[src/design/ptp_pkg.sv]
// ptp_pkg: shared types and constants for the peak-to-peak current meter
// holds controller states, command/status structs and register indexes
// no dependencies
`default_nettype none

package ptp_pkg;

  // configuration port geometry
  localparam int CFG_IDX_W  = 2;
  localparam int CFG_DATA_W = 16;

  // register widths
  localparam int MV_W   = 10;
  localparam int MA_W   = 16;
  localparam int RATE_W = 16;

  // rms factor 0.3535 in Q16, and offset in mA
  localparam int          Q16_W     = 15;
  localparam int          Q16_SHIFT = 16;
  localparam logic [14:0] RMS_Q16   = 15'd23167;
  localparam logic [6:0]  OFFSET_MA = 7'd98;

  // reset values of the registers
  localparam logic [MV_W-1:0]   MV_RESET   = 10'd66;
  localparam logic [MA_W-1:0]   MAXMA_RESET = 16'hFFFF;
  localparam logic [RATE_W-1:0] RATE_RESET = 16'd10;

  // configuration register indexes
  typedef enum logic [CFG_IDX_W-1:0] {
    REG_MV_PER_AMP     = 2'd0,
    REG_MAX_ALLOWED_MA = 2'd1,
    REG_READINGS_RATE  = 2'd2
  } ptp_reg_t;

  // controller states
  typedef enum logic [1:0] {
    S_IDLE,
    S_ROUTE,
    S_DIV,
    S_COMMIT
  } ptp_state_t;

  // controller to datapath
  typedef struct packed {
    logic load;
    logic sample;
    logic mul;
    logic div_step;
    logic commit;
  } ptp_cmd_t;

  // datapath to controller
  typedef struct packed {
    logic close;
    logic div_last;
    logic out_free;
  } ptp_stat_t;

endpackage

`default_nettype wire

[src/design/ptp_ctrl.sv]
// ptp_ctrl: sequencing state machine of the peak-to-peak current meter
// depends on ptp_pkg (states, command and status structs)
`default_nettype none

module ptp_ctrl
  import ptp_pkg::*;
(
  input  wire logic      clk,
  input  wire logic      rst,
  input  wire logic      in_valid,
  output logic           in_ready,
  input  wire ptp_stat_t stat,
  output ptp_cmd_t       cmd
);

  ptp_state_t state, state_next;

  // state register
  always_ff @(posedge clk) begin
    if (rst) begin
      state <= S_IDLE;
    end else begin
      state <= state_next;
    end
  end

  // next state and commands
  always_comb begin
    state_next = state;
    cmd        = '0;
    in_ready   = 1'b0;
    unique case (state)
      S_IDLE: begin
        in_ready = 1'b1;
        if (in_valid) begin
          cmd.load   = 1'b1;
          state_next = S_ROUTE;
        end
      end
      S_ROUTE: begin
        if (stat.close) begin
          cmd.mul    = 1'b1;
          state_next = S_DIV;
        end else begin
          cmd.sample = 1'b1;
          state_next = S_COMMIT;
        end
      end
      S_DIV: begin
        cmd.div_step = 1'b1;
        if (stat.div_last) begin
          state_next = S_COMMIT;
        end
      end
      S_COMMIT: begin
        if (stat.out_free) begin
          cmd.commit = 1'b1;
          state_next = S_IDLE;
        end
      end
      default: begin
        state_next = S_IDLE;
      end
    endcase
  end

endmodule

`default_nettype wire

[src/design/ptp_dp.sv]
// ptp_dp: datapath of the peak-to-peak current meter
// tracker, config registers, multiplier, serial divider, output register
// depends on ptp_pkg
`default_nettype none

module ptp_dp
  import ptp_pkg::*;
#(
  parameter int SAMPLE_BITS = 22
) (
  input  wire logic                  clk,
  input  wire logic                  rst,
  input  wire ptp_cmd_t              cmd,
  output ptp_stat_t                  stat,
  // item payload
  input  wire logic                  action,
  input  wire logic [SAMPLE_BITS-1:0] sample_uv,
  input  wire logic                  window_elapsed,
  // result
  output logic                       out_valid,
  input  wire logic                  out_ready,
  output logic [MA_W-1:0]            consumption_ma,
  output logic                       over_limit,
  output logic                       report_due,
  output logic                       window_done,
  // configuration
  input  wire logic                  cfg_valid,
  output logic                       cfg_ready,
  input  wire logic [CFG_IDX_W-1:0]  cfg_index,
  input  wire logic [CFG_DATA_W-1:0] cfg_data
);

  localparam int SB     = SAMPLE_BITS;
  localparam int PROD_W = SB + Q16_W;
  localparam int QW     = PROD_W - Q16_SHIFT;
  localparam int CNT_W  = $clog2(QW);
  localparam int EXT_W  = (QW > MA_W) ? QW : MA_W + 1;

  // captured item
  logic          item_action;
  logic [SB-1:0] item_sample;
  logic          item_elapsed;

  // configuration registers
  logic [MV_W-1:0]   mv_per_amp;
  logic [MA_W-1:0]   max_allowed_ma;
  logic [RATE_W-1:0] readings_rate;

  // tracker state
  logic [SB-1:0]     peak_uv;
  logic [SB-1:0]     valley_uv;
  logic [SB-1:0]     swing_uv;
  logic [MA_W-1:0]   reading_ma;
  logic [RATE_W-1:0] read_count;

  // divider
  logic [QW-1:0]    div_n;
  logic [MV_W-1:0]  div_rem;
  logic [CNT_W-1:0] div_cnt;

  logic              item_close;
  logic [SB:0]       peak_sum;
  logic [SB:0]       valley_sum;
  logic [PROD_W-1:0] prod;
  logic [MV_W:0]     rem_sh;
  logic              rem_ge;
  logic [MV_W:0]     rem_new;
  logic [QW-1:0]     q_off;
  logic [EXT_W-1:0]  q_ext;
  logic [MA_W-1:0]   conv_ma;
  logic              count_wrap;

  assign cfg_ready  = 1'b1;
  assign item_close = item_action && item_elapsed;

  assign stat.close    = item_close;
  assign stat.div_last = (div_cnt == '0);
  assign stat.out_free = !out_valid || out_ready;

  // configuration writes, unknown index ignored
  always_ff @(posedge clk) begin
    if (rst) begin
      mv_per_amp     <= MV_RESET;
      max_allowed_ma <= MAXMA_RESET;
      readings_rate  <= RATE_RESET;
    end else if (cfg_valid && cfg_ready) begin
      unique case (ptp_reg_t'(cfg_index))
        REG_MV_PER_AMP:     mv_per_amp     <= cfg_data[MV_W-1:0];
        REG_MAX_ALLOWED_MA: max_allowed_ma <= cfg_data[MA_W-1:0];
        REG_READINGS_RATE:  readings_rate  <= cfg_data[RATE_W-1:0];
        default: ;
      endcase
    end
  end

  // item capture
  always_ff @(posedge clk) begin
    if (cmd.load) begin
      item_action  <= action;
      item_sample  <= sample_uv;
      item_elapsed <= window_elapsed;
    end
  end

  // running averages toward the sample
  assign peak_sum   = {1'b0, peak_uv} + {1'b0, item_sample};
  assign valley_sum = {1'b0, valley_uv} + {1'b0, item_sample};

  // rms factor product, Q16 fraction dropped by wiring
  assign prod = PROD_W'(swing_uv) * PROD_W'(RMS_Q16);

  // restoring divide step
  assign rem_sh  = {div_rem, div_n[QW-1]};
  assign rem_ge  = rem_sh >= {1'b0, mv_per_amp};
  assign rem_new = rem_ge ? (rem_sh - {1'b0, mv_per_amp}) : rem_sh;

  always_ff @(posedge clk) begin
    if (cmd.mul) begin
      div_n   <= prod[PROD_W-1:Q16_SHIFT];
      div_rem <= '0;
      div_cnt <= CNT_W'(QW - 1);
    end else if (cmd.div_step) begin
      div_n   <= {div_n[QW-2:0], rem_ge};
      div_rem <= rem_new[MV_W-1:0];
      div_cnt <= div_cnt - 1'b1;
    end
  end

  // quotient minus offset, saturated
  assign q_off = div_n - QW'(OFFSET_MA);
  assign q_ext = EXT_W'(q_off);
  always_comb begin
    priority if (mv_per_amp == '0) begin
      conv_ma = '1;
    end else if (div_n <= QW'(OFFSET_MA)) begin
      conv_ma = '0;
    end else if (q_ext > EXT_W'({MA_W{1'b1}})) begin
      conv_ma = '1;
    end else begin
      conv_ma = q_ext[MA_W-1:0];
    end
  end

  assign count_wrap = read_count >= readings_rate;

  // tracker state
  always_ff @(posedge clk) begin
    if (rst) begin
      peak_uv    <= '0;
      valley_uv  <= '1;
      swing_uv   <= '0;
      reading_ma <= '0;
      read_count <= '0;
    end else begin
      if (cmd.sample) begin
        if (item_sample > peak_uv) begin
          peak_uv <= peak_sum[SB:1];
        end else if (item_sample < valley_uv) begin
          valley_uv <= valley_sum[SB:1];
        end
      end
      if (cmd.commit) begin
        if (item_close) begin
          peak_uv    <= '0;
          valley_uv  <= '1;
          reading_ma <= conv_ma;
        end else begin
          swing_uv <= (peak_uv > valley_uv) ? (peak_uv - valley_uv) : '0;
          if (!item_action) begin
            read_count <= count_wrap ? '0 : read_count + 1'b1;
          end
        end
      end
    end
  end

  // output register
  always_ff @(posedge clk) begin
    if (rst) begin
      out_valid <= 1'b0;
    end else if (cmd.commit) begin
      out_valid <= 1'b1;
    end else if (out_ready) begin
      out_valid <= 1'b0;
    end
  end

  always_ff @(posedge clk) begin
    if (cmd.commit) begin
      consumption_ma <= item_close ? conv_ma : reading_ma;
      over_limit     <= !item_action && (reading_ma > max_allowed_ma);
      report_due     <= !item_action && count_wrap;
      window_done    <= item_close;
    end
  end

`ifndef SYNTHESIS
  // a result is never written over one still waiting
  assert property (@(posedge clk) disable iff (rst)
    cmd.commit |-> (!out_valid || out_ready))
    else $error("ptp_dp: result overwritten before taken");

  // a closing result carries no read flags
  assert property (@(posedge clk) disable iff (rst)
    (out_valid && window_done) |-> (!over_limit && !report_due))
    else $error("ptp_dp: window close with read flags");

  // divider only runs for a window close
  assert property (@(posedge clk) disable iff (rst)
    cmd.div_step |-> item_close)
    else $error("ptp_dp: divider stepped for a sampling request");

  // closing puts the tracker back to its start values
  assert property (@(posedge clk) disable iff (rst)
    (cmd.commit && item_close) |=> (peak_uv == '0 && valley_uv == '1))
    else $error("ptp_dp: tracker not cleared on window close");
`endif

endmodule

`default_nettype wire

[src/design/peak_to_peak_current_meter_top.sv]
// Peak-to-peak current meter, top level: controller plus datapath
// Sampling requests: ROUTE, then COMMIT, which waits for a free output register.
// Window close: ROUTE, then DIV, where the restoring divider retires one quotient bit
// a cycle, then COMMIT. One request in flight at a time.
// Reset (synchronous): registers to defaults, peak 0, valley full scale, read counter 0.
`default_nettype none

module peak_to_peak_current_meter_top
  import ptp_pkg::*;
#(
  parameter int SAMPLE_BITS = 22
) (
  input  wire logic                   clk,
  input  wire logic                   rst,
  input  wire logic                   in_valid,
  output logic                        in_ready,
  input  wire logic                   action,
  input  wire logic [SAMPLE_BITS-1:0] sample_uv,
  input  wire logic                   window_elapsed,
  output logic                        out_valid,
  input  wire logic                   out_ready,
  output logic [MA_W-1:0]             consumption_ma,
  output logic                        over_limit,
  output logic                        report_due,
  output logic                        window_done,
  input  wire logic                   cfg_valid,
  output logic                        cfg_ready,
  input  wire logic [CFG_IDX_W-1:0]   cfg_index,
  input  wire logic [CFG_DATA_W-1:0]  cfg_data
);

  ptp_cmd_t  cmd;
  ptp_stat_t stat;

  // sequencing
  ptp_ctrl u_ctrl (
    .clk      (clk),
    .rst      (rst),
    .in_valid (in_valid),
    .in_ready (in_ready),
    .stat     (stat),
    .cmd      (cmd)
  );

  // arithmetic and state
  ptp_dp #(
    .SAMPLE_BITS (SAMPLE_BITS)
  ) u_dp (
    .clk            (clk),
    .rst            (rst),
    .cmd            (cmd),
    .stat           (stat),
    .action         (action),
    .sample_uv      (sample_uv),
    .window_elapsed (window_elapsed),
    .out_valid      (out_valid),
    .out_ready      (out_ready),
    .consumption_ma (consumption_ma),
    .over_limit     (over_limit),
    .report_due     (report_due),
    .window_done    (window_done),
    .cfg_valid      (cfg_valid),
    .cfg_ready      (cfg_ready),
    .cfg_index      (cfg_index),
    .cfg_data       (cfg_data)
  );

endmodule

`default_nettype wire

[config.mk]
export PLATFORM = sky130hd
export DESIGN_NAME = peak_to_peak_current_meter_top
export DESIGN_NICKNAME = d
export VERILOG_FILES = /design/src/design/ptp_pkg.sv /design/src/design/ptp_ctrl.sv /design/src/design/ptp_dp.sv /design/src/design/peak_to_peak_current_meter_top.sv
export SDC_FILE = /design/constraint.sdc
export NUM_CORES = 1
export LEC_CHECK = 0
export ABC_CLOCK_PERIOD_IN_PS = 7550
export BUFFER_PORTS_ARGS = -buffer_cell sky130_fd_sc_hd__buf_2
export CAP_MARGIN = 25
export CORE_UTILIZATION = 55
export DETAILED_ROUTE_END_ITERATION = 10
export MAX_ROUTING_LAYER = met4
export PLACE_DENSITY = 0.72
export SLEW_MARGIN = 20
export SYNTH_ARGS = -nofsm -noshare
export SYNTH_HDL_FRONTEND = slang
export SYNTH_SLANG_ARGS = --single-unit
[constraint.sdc]
create_clock -name clk -period 7.55 [get_ports clk]
set_input_delay 1.1325 -clock clk [delete_from_list [all_inputs] [get_ports clk]]
set_output_delay 1.1325 -clock clk [all_outputs]
set_load 0.05 [all_outputs]
==> results.py <==
metrics = {
    "power": {
        "p_per_area_nw_per_um2": 232,
        "total_power_w": 0.00501,
        "worst_ir_drop_vdd_v": 0.000222,
        "power.leakage_nw": 10.9,
    },
    "global_routing": {
        "grt_pass1_vias": 14978,
        "track_usage_pct": 24.5,
        "grt_max_degree": 68,
        "gr-total-overflow": 0,
        "grt_pass1_wl_mm": 71.5,
        "antenna_found_initial": 0,
    },
    "yosys": {
        "ys_seq_elements": 222,
        "synth-xor-area-share_pct": 5.02,
        "yosys_warnings": 0,
        "syn-num-nets": 2692,
        "synth_edf_count": 64,
        "syn_inst": 2202,
        "syn_area_um2": 20100,
        "yosys.area_share.adder_pct": 33.3,
        "yosys.area_share.simple_pct": 11.6,
        "async_flop_share_pct": 0,
        "seq_area_frac_synth_pct": 25.4,
        "synthMuxAreaShare_pct": 1.22,
        "avgSynthCellArea_um2": 9.11,
        "synth-compound-area-share_pct": 15.5,
        "ys.flop_type": "dfxtp_1",
        "yosys.cell_types.count": 80,
        "synth_top_family_by_area": "adder cells",
    },
    "place": {
        "place_hpwl_mm": 35.0,
        "numPortBuffers": 67,
        "place_congestion": 0.933,
    },
    "setup_path": {
        "critPathMaxFanout": 6,
        "cp_data_arrival_time_ns": 6.99,
        "start_kind": "flip-flop",
        "worst-setup-path-type": "reg -> reg",
        "required_ns": 7.82,
        "crit_path_end_kind": "flip-flop",
    },
    "floorplanning": {
        "rows": 69,
        "die_h_um": 193,
        "fp.dieW_um": 193,
        "ios": 69,
        "die-area_um2": 37200,
        "core_um2": 35700,
        "start_util_pct": 56.1,
    },
    "flow_run": {
        "cap_viol_max_count": 0,
    },
    "route": {
        "drtAntennaViolNets": 0,
        "drt_pass1_iterations": 8,
        "drc_errors": 0,
        "wl_per_cell_um": 15.9,
        "drt_wl_total_mm": 43.5,
        "vias": 15141,
        "vias_per_cell": 5.56,
        "drt_iter0_drc": 820,
    },
    "sta": {
        "clock.fmax_mhz": 149,
        "period_needed_ns": 6.73,
        "max_slew_margin_pct": 36.3,
        "setup_viol": 0,
        "hold_ws_ns": 0.467,
        "skew_ns": 0.0156,
        "fin_setup_tns_ns": 0,
        "slew_viol_final": 0,
        "final-hold-violation-count": 0,
        "rsz0062_at_grt": "false",
        "tightest_slew_ns": 0.954,
        "fin_crit_sh_pct": 89.1,
    },
    "layout": {
        "drive_gt1_share_pct": 6.71,
        "layout_common_cells": "inv_1, ha_1, nor2_1",
        "num-nets-final": 2735,
        "areaGrowthSynthToFinish_pct": 7.83,
        "final_common_cell": "inv_1",
        "antenna_cells": 0,
    },
    "min_path": {
        "worst_hold_path_type": "reg -> reg",
    },
    "cts": {
        "cts.clk_slew.worst_paths_ns": 0.06,
        "clockBufferDepth": 3,
        "clock_sinks": 222,
        "htreeDepth": 1,
        "cts_hold_buf": 0,
        "postCtsSetupBuffers": 0,
        "cts_root_buf": "clkbuf_16",
        "cts_made_buffers": 25,
        "clk_latency_ns": 0.55,
        "postCtsResizedCells": 0,
        "cts_tree": "yes",
    },
    "run_status": {
        "run_status": "completed",
    },
}
==> power breakdown <==
group          total [W]  leakage [nW]  switching [W]  internal (W)
combinational    0.00211          8.65        0.00125      0.000863
clock            0.00119         0.394       0.000505      0.000689
sequential       0.00171          1.88       0.000228       0.00148
==> worst paths after layout <==
path                                                    startpoint                                  to  slack [ns]  cells past startpoint
worst max-delay path                u_dp.swing_uv[12]$_SDFFE_PP0P_            u_dp.div_n[10]$_DFFE_PP_        0.82                     22
worst min-delay path            u_dp.readings_rate[8]$_SDFFE_PP0P_  u_dp.readings_rate[8]$_SDFFE_PP0P_        0.47                      2
worst max register to register      u_dp.swing_uv[12]$_SDFFE_PP0P_            u_dp.div_n[10]$_DFFE_PP_        0.82                     22
worst min register to register  u_dp.readings_rate[8]$_SDFFE_PP0P_  u_dp.readings_rate[8]$_SDFFE_PP0P_        0.47                      2
==> area by class of cell <==
type	instances	area, um^2
fill	3148	14100
multi-input combinational	1555	13400
sequential	222	5080
inverter	364	1370
clock buffer	29	651
tap	461	577
timing repair buffer	77	422
clock inverter	17	150
==> flip-flops by register name (all words and copies together) (netlist names), 21 cells and up <==
name	cells
u_dp.swing_uv	22
u_dp.div_n	21
u_dp.peak_uv	22
u_dp.valley_uv	22
u_dp.item_sample	22
==> logic make-up (layout without fill, tap and decap cells) <==
| family | count (synthesis) | in the layout |
|---|---|---|
| simple gates | 503 | 503 |
| xor+xnor | 115 | 115 |
| fa+ha+maj | 443 | 443 |
| flops | 222 | 222 |
| other cells | 1 | 1 |
| mux | 24 | 24 |
| compound gates | 469 | 469 |
| buf+inv | 425 | 487 |
==> synth_stat cells (all sizes together) (4+ instances only) <==
library cell	count	share of area, %
mux2i	20	1.0
a2111oi	5	0.22
xnor2	72	3.1
nor2b	17	0.57
nand2	132	2.5
mux2	4	0.22
o31ai	7	0.29
ha	292	18
inv	364	6.8
a31oi	10	0.31
and3	13	0.43
o21a	9	0.34
nor4	15	0.47
a211oi	26	0.97
nand4	24	0.75
nor3b	5	0.19
a22oi	19	0.71
o211ai	23	0.89
or2	4	0.12
or3	11	0.34
a211o	18	0.79
clkbuf	49	0.92
edfxtp	64	9.6
o21bai	15	0.56
a221oi	5	0.34
nand2b	16	0.50
xor2	43	1.9
nand3	25	0.62
nor3	28	0.70
a21oi	138	3.5
a21boi	6	0.22
a311oi	5	0.22
a21o	39	1.5
o22a	8	0.35
and2	8	0.25
fa	151	15
nand3b	6	0.22
o21ai	98	2.4
nor2	192	3.6
o221a	9	0.51
dfxtp	158	16
buf	12	0.35
==> stage by stage <==
stage               area, um^2  setup slack [ns]  util, %  cells
CTS                      21600             0.850     60.4   2722
floorplan                20100              1.40        -   2202
finish                   21600             0.824     60.5   2725
detailed placement       20800             0.844     58.2   2676
global route             21600             0.404     60.5   2725
global placement         20800              1.01     58.2   2676
==> routing by layer <==
metal	vias to the layer above	wire, um	global-route usage, %	part of all wire, %
met1	7258	20500	32.7	47
met3	71	1770	2.64	4.1
met2	280	20200	39.6	47
met5	-	0	-	0
met4	0	945	6.73	2.2
li1	7532	-	-	-
==> critical path, cell delays in order (launching register included) <==
cell and delay (ns):
dfxtp_1 0.46, inv_1 0.13, fa_1 0.60, inv_1 0.09, fa_1 0.51, fa_1 0.53
fa_1 0.44, fa_1 0.55, inv_1 0.06, fa_1 0.54, inv_1 0.05, ha_1 0.30
nand3_1 0.12, a211oi_1 0.07, nor3_1 0.24, a21oi_1 0.17, o211ai_2 0.33, a21boi_0 0.23
o21ai_0 0.26, nand2b_1 0.14, a221oi_1 0.35, xor2_1 0.20, o21ai_0 0.09
Power figures use the tool's default switching activity.
